<file path="src/rtl/bvbd_pkg.sv">
// Shared types and constants for the binary volume boundary detector.
package bvbd_pkg;

    localparam int LEVEL_W     = 16;
    localparam int CFG_COL_W   = 9;
    localparam int CFG_ROW_W   = 9;
    localparam int CFG_DATA_W  = 16;
    localparam int CFG_INDEX_W = 2;
    localparam int COORD_W     = 8;
    localparam int QUEUE_DEPTH = 4;
    localparam int QPTR_W      = $clog2(QUEUE_DEPTH);
    localparam int QCOUNT_W    = $clog2(QUEUE_DEPTH + 1);

    // Configuration register indexes
    localparam logic [CFG_INDEX_W-1:0] REG_LEVEL_COUNT  = 2'd0;
    localparam logic [CFG_INDEX_W-1:0] REG_COLUMN_COUNT = 2'd1;
    localparam logic [CFG_INDEX_W-1:0] REG_ROW_COUNT    = 2'd2;

    // One classified voxel: up to two result words
    typedef struct packed {
        logic               edge_bit;   // edge of the voxel one level down
        logic [LEVEL_W-1:0] level;      // level of the incoming voxel
        logic [COORD_W-1:0] column;
        logic [COORD_W-1:0] row;
        logic               has_prev;   // emits the result of the level below
        logic               has_own;    // final level: emits its own zero result
        logic               done;       // own result closes the volume
    } bvbd_rec_t;

    typedef struct packed {
        logic      push;
        bvbd_rec_t rec;
    } bvbd_push_t;

    typedef enum logic {
        PH_FIRST,
        PH_SECOND
    } bvbd_phase_t;

endpackage

</file>
<file path="src/rtl/bvbd_queue.sv">
// Short queue of classified words between front and back ends.
module bvbd_queue (
    input  logic                           aclk,
    input  logic                           aresetn,
    input  bvbd_pkg::bvbd_push_t           q_push,
    input  logic                           pop,
    output bvbd_pkg::bvbd_rec_t            head,
    output logic                           head_valid,
    output logic [bvbd_pkg::QCOUNT_W-1:0]  q_count
);
    import bvbd_pkg::*;

    bvbd_rec_t           slot_reg [QUEUE_DEPTH];
    logic [QPTR_W-1:0]   wr_ptr_reg, rd_ptr_reg;
    logic [QCOUNT_W-1:0] count_reg;

    assign head       = slot_reg[rd_ptr_reg];
    assign head_valid = (count_reg != '0);
    assign q_count    = count_reg;

    // Pointers and fill count
    always_ff @(posedge aclk) begin
        if (!aresetn) begin
            wr_ptr_reg <= '0;
            rd_ptr_reg <= '0;
            count_reg  <= '0;
        end else begin
            if (q_push.push) begin
                wr_ptr_reg <= wr_ptr_reg + QPTR_W'(1);
            end
            if (pop) begin
                rd_ptr_reg <= rd_ptr_reg + QPTR_W'(1);
            end
            if (q_push.push && !pop) begin
                count_reg <= count_reg + QCOUNT_W'(1);
            end else if (pop && !q_push.push) begin
                count_reg <= count_reg - QCOUNT_W'(1);
            end
        end
    end

    always_ff @(posedge aclk) begin
        if (q_push.push) begin
            slot_reg[wr_ptr_reg] <= q_push.rec;
        end
    end

endmodule

</file>
<file path="config.mk">
export PLATFORM = sky130hd
export DESIGN_NAME = bvbd_queue
export DESIGN_NICKNAME = d
export VERILOG_FILES = /design/src/rtl/bvbd_pkg.sv /design/src/rtl/bvbd_queue.sv
export SDC_FILE = /design/constraint.sdc
export NUM_CORES = 1
export LEC_CHECK = 0
export BUFFER_PORTS_ARGS = -buffer_cell sky130_fd_sc_hd__buf_2
export CAP_MARGIN = 5
export CORE_MARGIN = 2
export CORE_UTILIZATION = 50
export CTS_CLUSTER_SIZE = 10
export DETAILED_ROUTE_END_ITERATION = 16
export PLACE_DENSITY = 0.82
export SYNTH_ARGS = -nofsm -noshare
export SYNTH_HDL_FRONTEND = slang
export SYNTH_SLANG_ARGS = --single-unit
</file>
<file path="constraint.sdc">
create_clock -name aclk -period 1.8 [get_ports aclk]
set_input_delay 0.36 -clock aclk [delete_from_list [all_inputs] [get_ports aclk]]
set_output_delay 0.36 -clock aclk [all_outputs]
set_load 0.1 [all_outputs]
</file>
==> flow_summary.json <==
{
  "dp_slack_ns": -0.0676,
  "timing.rr.start": "q_count[0]",
  "drtAntennaViolNets": 0,
  "synth_warnings": 0,
  "worstSetupEndpointType": "output port",
  "pin_count": 80,
  "track_usage_pct": 17.1,
  "final_period_minus_worst_setup_slack_ns": 2.10,
  "critPathKind": "flop to output port",
  "insertion_delay_ns": 0.41,
  "netlist.top_cell.by_area": "edfxtp_1",
  "setup_violations": 36,
  "synth_nets": 276,
  "skew_ns": 0.00789,
  "violations": "setup timing",
  "maxSlewHeadroom_pct": 68.0,
  "reg2regPathDepth": 4,
  "rrSetupSlack_ns": 0.30,
  "synth-seq-cells": 153,
  "cts_buffer_depth": 2,
  "worstHoldEndpoint": "slot_reg[3][15]",
  "synthTopCellsByArea": "edfxtp_1 (76%), mux4_2 (12%), dfxtp_1 (3.2%), mux4_1 (2.8%), ha_1 (1.1%)",
  "hold_ws_ns": 0.157,
  "grt_pass1_wl_um": 15500,
  "n_antenna_cell": 0,
  "drive_above_1_share_pct": 49.9,
  "regToRegEndpoint": "q_count[2]",
  "place_area_um2": 6370,
  "yosys.area.top_type_share_pct": 76.0,
  "cts_max_level": 4,
  "setup.worst_path.start_class": "flop",
  "wire_per_inst_um": 19.2,
  "tightest_slew_ns": 0.483,
  "grt_overflow_total": 0,
  "hold_violations": 0,
  "final_area_um2": 7240,
  "grt_max_degree": 30,
  "setup_ws_ns": -0.303,
  "finalWeightedCongestion": 0.694,
  "num_vias": 2630,
  "start_util_pct": 51.8,
  "via_per_inst": 5.36,
  "portBuffers": 79,
  "stdcell_count": 491,
  "dp_hpwl_um": 5830,
  "synthCells": 230,
  "crit_fanout": 12,
  "clock-sinks": 153,
  "clk_pin_slew_ns": 0.06,
  "seq_area_frac_synth_pct": 79.2,
  "drt_iter0_drc": 141,
  "holdBufCountCts": 0,
  "hold_start": "q_push[15]",
  "drv_cap": 0,
  "drt_pass1_iterations": 6,
  "fp.dieH_um": 111,
  "largest_reg_flops": 144,
  "tritoncts": "built",
  "hold_class": "input port to flop",
  "finalCritPeriodShare_pct": 117,
  "max_freq_mhz": 475,
  "cts-root-buf": "clkbuf_16",
  "rsz0062_at_grt": "yes",
  "arrival_ns": 1.74,
  "cts_made_buffers": 17,
  "die_x_um": 111,
  "drv_slew": 0,
  "ys_types": 20,
  "antenna_found_initial": 1,
  "rows": 38,
  "netlist_area_um2": 5690,
  "status": "finished with violations",
  "avgSynthCellArea_um2": 24.7,
  "fin_nets": 384,
  "total_leakage_power_uw": 0.00254,
  "wl_um": 9450,
  "die_area_um2": 12200,
  "route.detailed.drc": 0,
  "total_power_uw": 9670,
  "core_um2": 11000,
  "hold-path-cell-count": 1,
  "grt_pass1_vias": 2917,
  "ir_drop_uv": 720,
  "dp.cells": 458,
  "power_density_nw_per_um2": 1340,
  "cp.required_ns": 1.44,
  "syn_to_final_growth_pct": 27.2
}
==> per-layer routing <==
metal	share of wire, %	GRT usage (%)	vias to the layer above
li1	-	-	1181
met2	52	28.2	71
met1	41	20.5	1365
met5	0.14	0	-
met4	1.6	7.25	2
met3	5.5	6.18	11
==> cell type report <==
cell class | count | area, µm²
sequential | 153 | 4510
fill | 722 | 3750
tap | 140 | 175
inverter | 4 | 15.0
timing repair buffer | 97 | 877
multi-input combinational | 65 | 1060
clock inverter | 15 | 166
clock buffer | 17 | 425
==> layout by cell type (no fill, tap or decap), drive strengths merged <==
cell and n:
edfxtp 144, buf 97, mux4 36, clkbuf 17, and2 9, inv 9, dfxtp 9, clkinv 6
ha 5, xor2 3, xnor2 2, mux2i 2, nor2b 2, clkinvlp 2, bufinv 2, or3 2
nand2 1, o21ai 1, a21boi 1, fa 1
==> cell families after synthesis <==
logic type | synth area share, %
DFF | 79.2
muxes | 15.0
adders and majority gates | 1.45
and+or+nand+nor | 1.50
buffers and inverters | 1.87
AOI/OAI and AO/OA | 0.220
xor gates and xnor gates | 0.770
==> power by group <==
part | internal (µW) | total, µW | switching (µW) | leakage (µW)
Combinational | 625 | 2060 | 1440 | 0.000850
Clock | 2070 | 3460 | 1390 | 0.000287
Sequential | 4080 | 4150 | 62.0 | 0.00140
==> worst max-delay path by stage <==
stage / start / endpoint / depth (start not counted)
floorplan: flop / head[25] / 2
global placement: flop / head[32] / 3
detailed placement: flop / head[32] / 3
CTS: flop / head[31] / 3
global route: flop / head[34] / 3
finish: flop / head[34] / 3
==> critical path, cell delays in order, from the launching register on <==
cell and delay, ns:
dfxtp_4 0.42, buf_12 0.18, mux4_2 0.54, buf_8 0.20
==> repair_timing <==
action | 4_1_cts | 5_1_grt
setup buffers | 1 | 0
endpoints found under the setup margin | 37 | 36
gates resized for setup | 92 | 3
==> through the flow <==
stage | TNS, ns | utilization [%]
4_1_cts | -11.15 | 65.8
3_5_place_dp | -0.773 | 58.0
5_1_grt | -12.31 | 65.9
6_report | -10.02 | 65.9
2_1_floorplan | -0.145 | -
3_3_place_gp | -0.391 | 58.0
==> cells in the mapped netlist (all sizes together) <==
library cell and count:
o21ai 1, ha 5, nand2 1, or3 2
a21boi 1, inv 4, mux2i 2, buf 7
xnor2 2, clkbuf 1, nor2b 2, edfxtp 144
dfxtp 9, mux4 36, and2 9, xor2 3
fa 1
(Power assumes the default switching activity.)
