`config.mk`:
```
export PLATFORM = sky130hd
export DESIGN_NAME = bvbd_back
export DESIGN_NICKNAME = d
export VERILOG_FILES = /design/src/rtl/bvbd_pkg.sv /design/src/rtl/bvbd_back.sv
export SDC_FILE = /design/constraint.sdc
export NUM_CORES = 1
export LEC_CHECK = 0
export ABC_AREA = 0
export BUFFER_PORTS_ARGS = -buffer_cell sky130_fd_sc_hd__clkbuf_2
export CORE_MARGIN = 2
export CORE_UTILIZATION = 40
export DETAILED_ROUTE_END_ITERATION = 12
export PLACE_DENSITY_LB_ADDON = 0.25
export SYNTH_ARGS = -nofsm -noshare
export SYNTH_HDL_FRONTEND = slang
export SYNTH_SLANG_ARGS = --single-unit
```
`constraint.sdc`:
```
create_clock -name aclk -period 1.49 [get_ports aclk]
set_input_delay 0.149 -clock aclk [delete_from_list [all_inputs] [get_ports aclk]]
set_output_delay 0.149 -clock aclk [all_outputs]
set_load 0.02 [all_outputs]
```
`src/rtl/bvbd_pkg.sv`:
```
// Shared types and constants for the binary volume boundary detector.
package bvbd_pkg;

    localparam int LEVEL_W     = 16;
    localparam int CFG_COL_W   = 9;
    localparam int CFG_ROW_W   = 9;
    localparam int CFG_DATA_W  = 16;
    localparam int CFG_INDEX_W = 2;
    localparam int COORD_W     = 8;
    localparam int QUEUE_DEPTH = 4;
    localparam int QPTR_W      = $clog2(QUEUE_DEPTH);
    localparam int QCOUNT_W    = $clog2(QUEUE_DEPTH + 1);

    // Configuration register indexes
    localparam logic [CFG_INDEX_W-1:0] REG_LEVEL_COUNT  = 2'd0;
    localparam logic [CFG_INDEX_W-1:0] REG_COLUMN_COUNT = 2'd1;
    localparam logic [CFG_INDEX_W-1:0] REG_ROW_COUNT    = 2'd2;

    // One classified voxel: up to two result words
    typedef struct packed {
        logic               edge_bit;   // edge of the voxel one level down
        logic [LEVEL_W-1:0] level;      // level of the incoming voxel
        logic [COORD_W-1:0] column;
        logic [COORD_W-1:0] row;
        logic               has_prev;   // emits the result of the level below
        logic               has_own;    // final level: emits its own zero result
        logic               done;       // own result closes the volume
    } bvbd_rec_t;

    typedef struct packed {
        logic      push;
        bvbd_rec_t rec;
    } bvbd_push_t;

    typedef enum logic {
        PH_FIRST,
        PH_SECOND
    } bvbd_phase_t;

endpackage

```
`src/rtl/bvbd_back.sv`:
```
// Back end: splits each queued record into result words and drives the output register.
module bvbd_back (
    input  logic                               aclk,
    input  logic                               aresetn,
    input  bvbd_pkg::bvbd_rec_t                head,
    input  logic                               head_valid,
    output logic                               pop,
    output logic                               m_valid,
    input  logic                               m_ready,
    output logic                               m_edge_bit,
    output logic [bvbd_pkg::LEVEL_W-1:0]       m_out_level,
    output logic [bvbd_pkg::COORD_W-1:0]       m_out_column,
    output logic [bvbd_pkg::COORD_W-1:0]       m_out_row,
    output logic                               m_volume_done
);
    import bvbd_pkg::*;

    bvbd_phase_t        phase_reg, phase_next;
    logic               m_valid_reg;
    logic               edge_reg;
    logic [LEVEL_W-1:0] level_reg;
    logic [COORD_W-1:0] column_reg;
    logic [COORD_W-1:0] row_reg;
    logic               done_reg;

    logic               load;
    logic               emit_prev;
    logic               word_edge;
    logic [LEVEL_W-1:0] word_level;
    logic               word_done;

    assign load = head_valid && (!m_valid_reg || m_ready);

    // Next phase
    always_comb begin
        phase_next = phase_reg;
        unique case (phase_reg)
            PH_FIRST: begin
                if (load && head.has_prev && head.has_own) begin
                    phase_next = PH_SECOND;
                end
            end
            PH_SECOND: begin
                if (load) begin
                    phase_next = PH_FIRST;
                end
            end
            default: phase_next = PH_FIRST;
        endcase
    end

    // Word selection: level-below result first, then own result
    always_comb begin
        emit_prev  = head.has_prev && (phase_reg == PH_FIRST);
        pop        = load && (!emit_prev || !head.has_own);
        if (emit_prev) begin
            word_edge  = head.edge_bit;
            word_level = head.level - LEVEL_W'(1);
            word_done  = 1'b0;
        end else begin
            word_edge  = 1'b0;
            word_level = head.level;
            word_done  = head.done;
        end
    end

    always_ff @(posedge aclk) begin
        if (!aresetn) begin
            phase_reg   <= PH_FIRST;
            m_valid_reg <= 1'b0;
        end else begin
            phase_reg <= phase_next;
            if (load) begin
                m_valid_reg <= 1'b1;
            end else if (m_ready) begin
                m_valid_reg <= 1'b0;
            end
        end
    end

    // Output payload register
    always_ff @(posedge aclk) begin
        if (load) begin
            edge_reg   <= word_edge;
            level_reg  <= word_level;
            column_reg <= head.column;
            row_reg    <= head.row;
            done_reg   <= word_done;
        end
    end

    assign m_valid       = m_valid_reg;
    assign m_edge_bit    = edge_reg;
    assign m_out_level   = level_reg;
    assign m_out_column  = column_reg;
    assign m_out_row     = row_reg;
    assign m_volume_done = done_reg;

endmodule
```
==> out/qor.txt <==
Post-synth EDFFs: 34
RSZ-0062 raised after global routing: true
worst vdd rail ir drop: 538 uV
pin count of the biggest net entering global routing: 34
async set-reset flop share out of synthesis: 0%
DR vias: 1,122
final worst slack: -0.0268 ns
total grt overflow: 0
Req. time, crit path: 1.59 ns
nets: 244
Yosys warnings: 0
post-placement cell count: 224
flop-to-flop setup slack: -0.03 ns
top cell type's share of synthesized area: 70.1%
core area: 3420 sq um
Post-DRT Antenna Nets: 0
num ports: 76
CTS tree: built
Wirelength per Cell: 12.5 um
Setup-failing EPs final: 1
die width: 64.3 um
Pwr Total: 2040 uW
failing checks: negative setup slack
# diodes: 0
Layout Cells excl Fill: 250
Largest register FFs: 16
Slew headroom: 76.7%
clk_skew: 0.00560 ns
worst setup path class: reg2reg
DRC: 0
Post-synth top cells: 34 x edfxtp_1, 10 x nand2_1, 8 x xnor2_1
worst slack, placed: -0.0192 ns
later-pin clock latency in the skew report: 0.34 ns
Mapped Cells: 95
initial core utilization: 42.6%
Startpoint Class: flop
Arr. time, crit path: 1.62 ns
Via density: 4.49
Final period util: 102%
first-pass iteration count of the detailed router: 4
clk slew on worst S/H paths: 0.10 ns
final hold viol count: 0
initial antenna violation count: 0
DRT iter0 DRCs: 40
Primary FF master, synth: edfxtp_1
Routed Wire Length: 3120 um
status: finished with violations
final slew viol count: 0
max cap viols: 0
GP Congestion: 0.871
Pleak: 0.000960 uW
synthesized area: 1460 sq um
largest area contributor in the netlist: edfxtp_1
worst hold slack: 0.0404 ns
clk buf depth: 2
slew at the pin with the worst max-slew slack: 0.346 ns
cell area power density: 914 nW/um^2
vias in the first global route: 1,053
share of cells above drive strength 1: 52.0%
synth-to-layout area growth: 53.0%
CTS Buf Count: 5
hold crit path type: in2reg
min Tclk post-route: 1.52 ns
Mean Syn Cell Area: 15.3 sq um
Clock Sinks: 36
DP HPWL: 2190 um
die area: 4140 sq um
clock root buffer: clkbuf_4
I/O Buffers: 75
first-pass GRT wire length: 4710 um
sequential fraction of the synthesis area: 72.9%
Core Rows: 21
Seq cells post-synth: 36
post-synthesis cell type count: 27
main area contributors after synthesis: edfxtp_1 70%, xnor2_1 4.8%, xor2_1 3.6%
FMAX: 0.659 GHz
die height: 64.3 um
top-count cell post-synth: edfxtp_1
CP Capture Type: flop
Mapped Nets: 136
GRT Total Usage: 15.6%
htree depth: 2
Crit Path Max Fanout: 2
[layout by cell type, fill, tap and decap left out, drive strengths merged]
master / n
clkbuf: 80
edfxtp: 34
dlygate4sd3: 16
buf: 13
nand2: 11
xnor2: 8
xor2: 6
nor3: 5
inv: 3
nor2: 3
nor4: 3
clkinvlp: 2
a21boi: 2
dfxtp: 2
nor2b: 2
or4: 2
a21oi: 2
nand2b: 1
and3: 1
nand3: 1
nor4b: 1
nor3b: 1
or2b: 1
nand4: 1
and2: 1
ha: 1
clkinv: 1
[what timing repair did]
action | in CTS | in global routing
pin swaps | 0 | 1
buffers inserted | 2 | 0
hold endpoints to repair | 16 | 0
endpoints found under the setup margin | 2 | 3
resized for setup | 1 | 8
hold buffers | 16 | 0
[power by group]
part / switching, uW / internal (uW) / leakage (uW)
Sequential: 16.2 / 1180 / 0.000347
Combinational: 194 / 157 / 0.000588
Clock: 310 / 179 / 0.0000259
Total: 521 / 1520 / 0.000960
[path summary, 6_finish.rpt]
kind	depth (start not counted)	endpoint	startpoint
worst min-delay path	2	m_valid	aresetn
worst min register to register	2	m_valid	m_valid
worst max-delay path	4	m_out_level[9]	phase_reg
worst max register to register	4	m_out_level[9]	phase_reg
[logic make-up after synthesis]
| kind of cell | share of synthesized area, % |
|---|---|
| simple gates | 14.5 |
| compound gates | 1.72 |
| fa+ha+maj | 0.859 |
| flops | 72.9 |
| buf+inv | 1.63 |
| xor+xnor | 8.42 |
[metal layers]
metal / part of all wire (%) / track usage [%] / wire length [um] / vias up
met4: 2.0 / 7.18 / 61 / 0
met1: 37 / 15.7 / 1160 / 508
li1: - / - / - / 559
met5: 0 / 0 / 0 / -
met3: 9.2 / 6.51 / 288 / 6
met2: 51 / 27.9 / 1600 / 49
[per-stage QoR]
step | setup TNS, ns | instance area (sq um) | util [%]
floorplan | -0.0524 | 1460 | -
global placement | 0 | 1970 | 57.8
detailed placement | -0.0270 | 1970 | 57.8
CTS | -0.0122 | 2200 | 64.5
global route | -0.120 | 2230 | 65.2
finish | -0.0268 | 2230 | 65.2
[worst max-delay path, stage by stage (launching register included)]
cell,delay (ns)
dfxtp_2,0.35
nor4b_4,0.30
nand2_2,0.08
or4_4,0.42
xnor2_1,0.14
[final cells by class]
| cell class | instances | area, sq um |
|---|---|---|
| Inverter | 4 | 18.8 |
| Sequential cell | 36 | 1060 |
| Multi-Input combinational cell | 53 | 392 |
| Clock inverter | 2 | 11.3 |
| Fill cell | 293 | 1190 |
| Tap cell | 46 | 57.6 |
| Clock buffer | 6 | 41.3 |
| Timing Repair Buffer | 103 | 644 |
No activity file was read; power rests on OpenSTA's default activity.
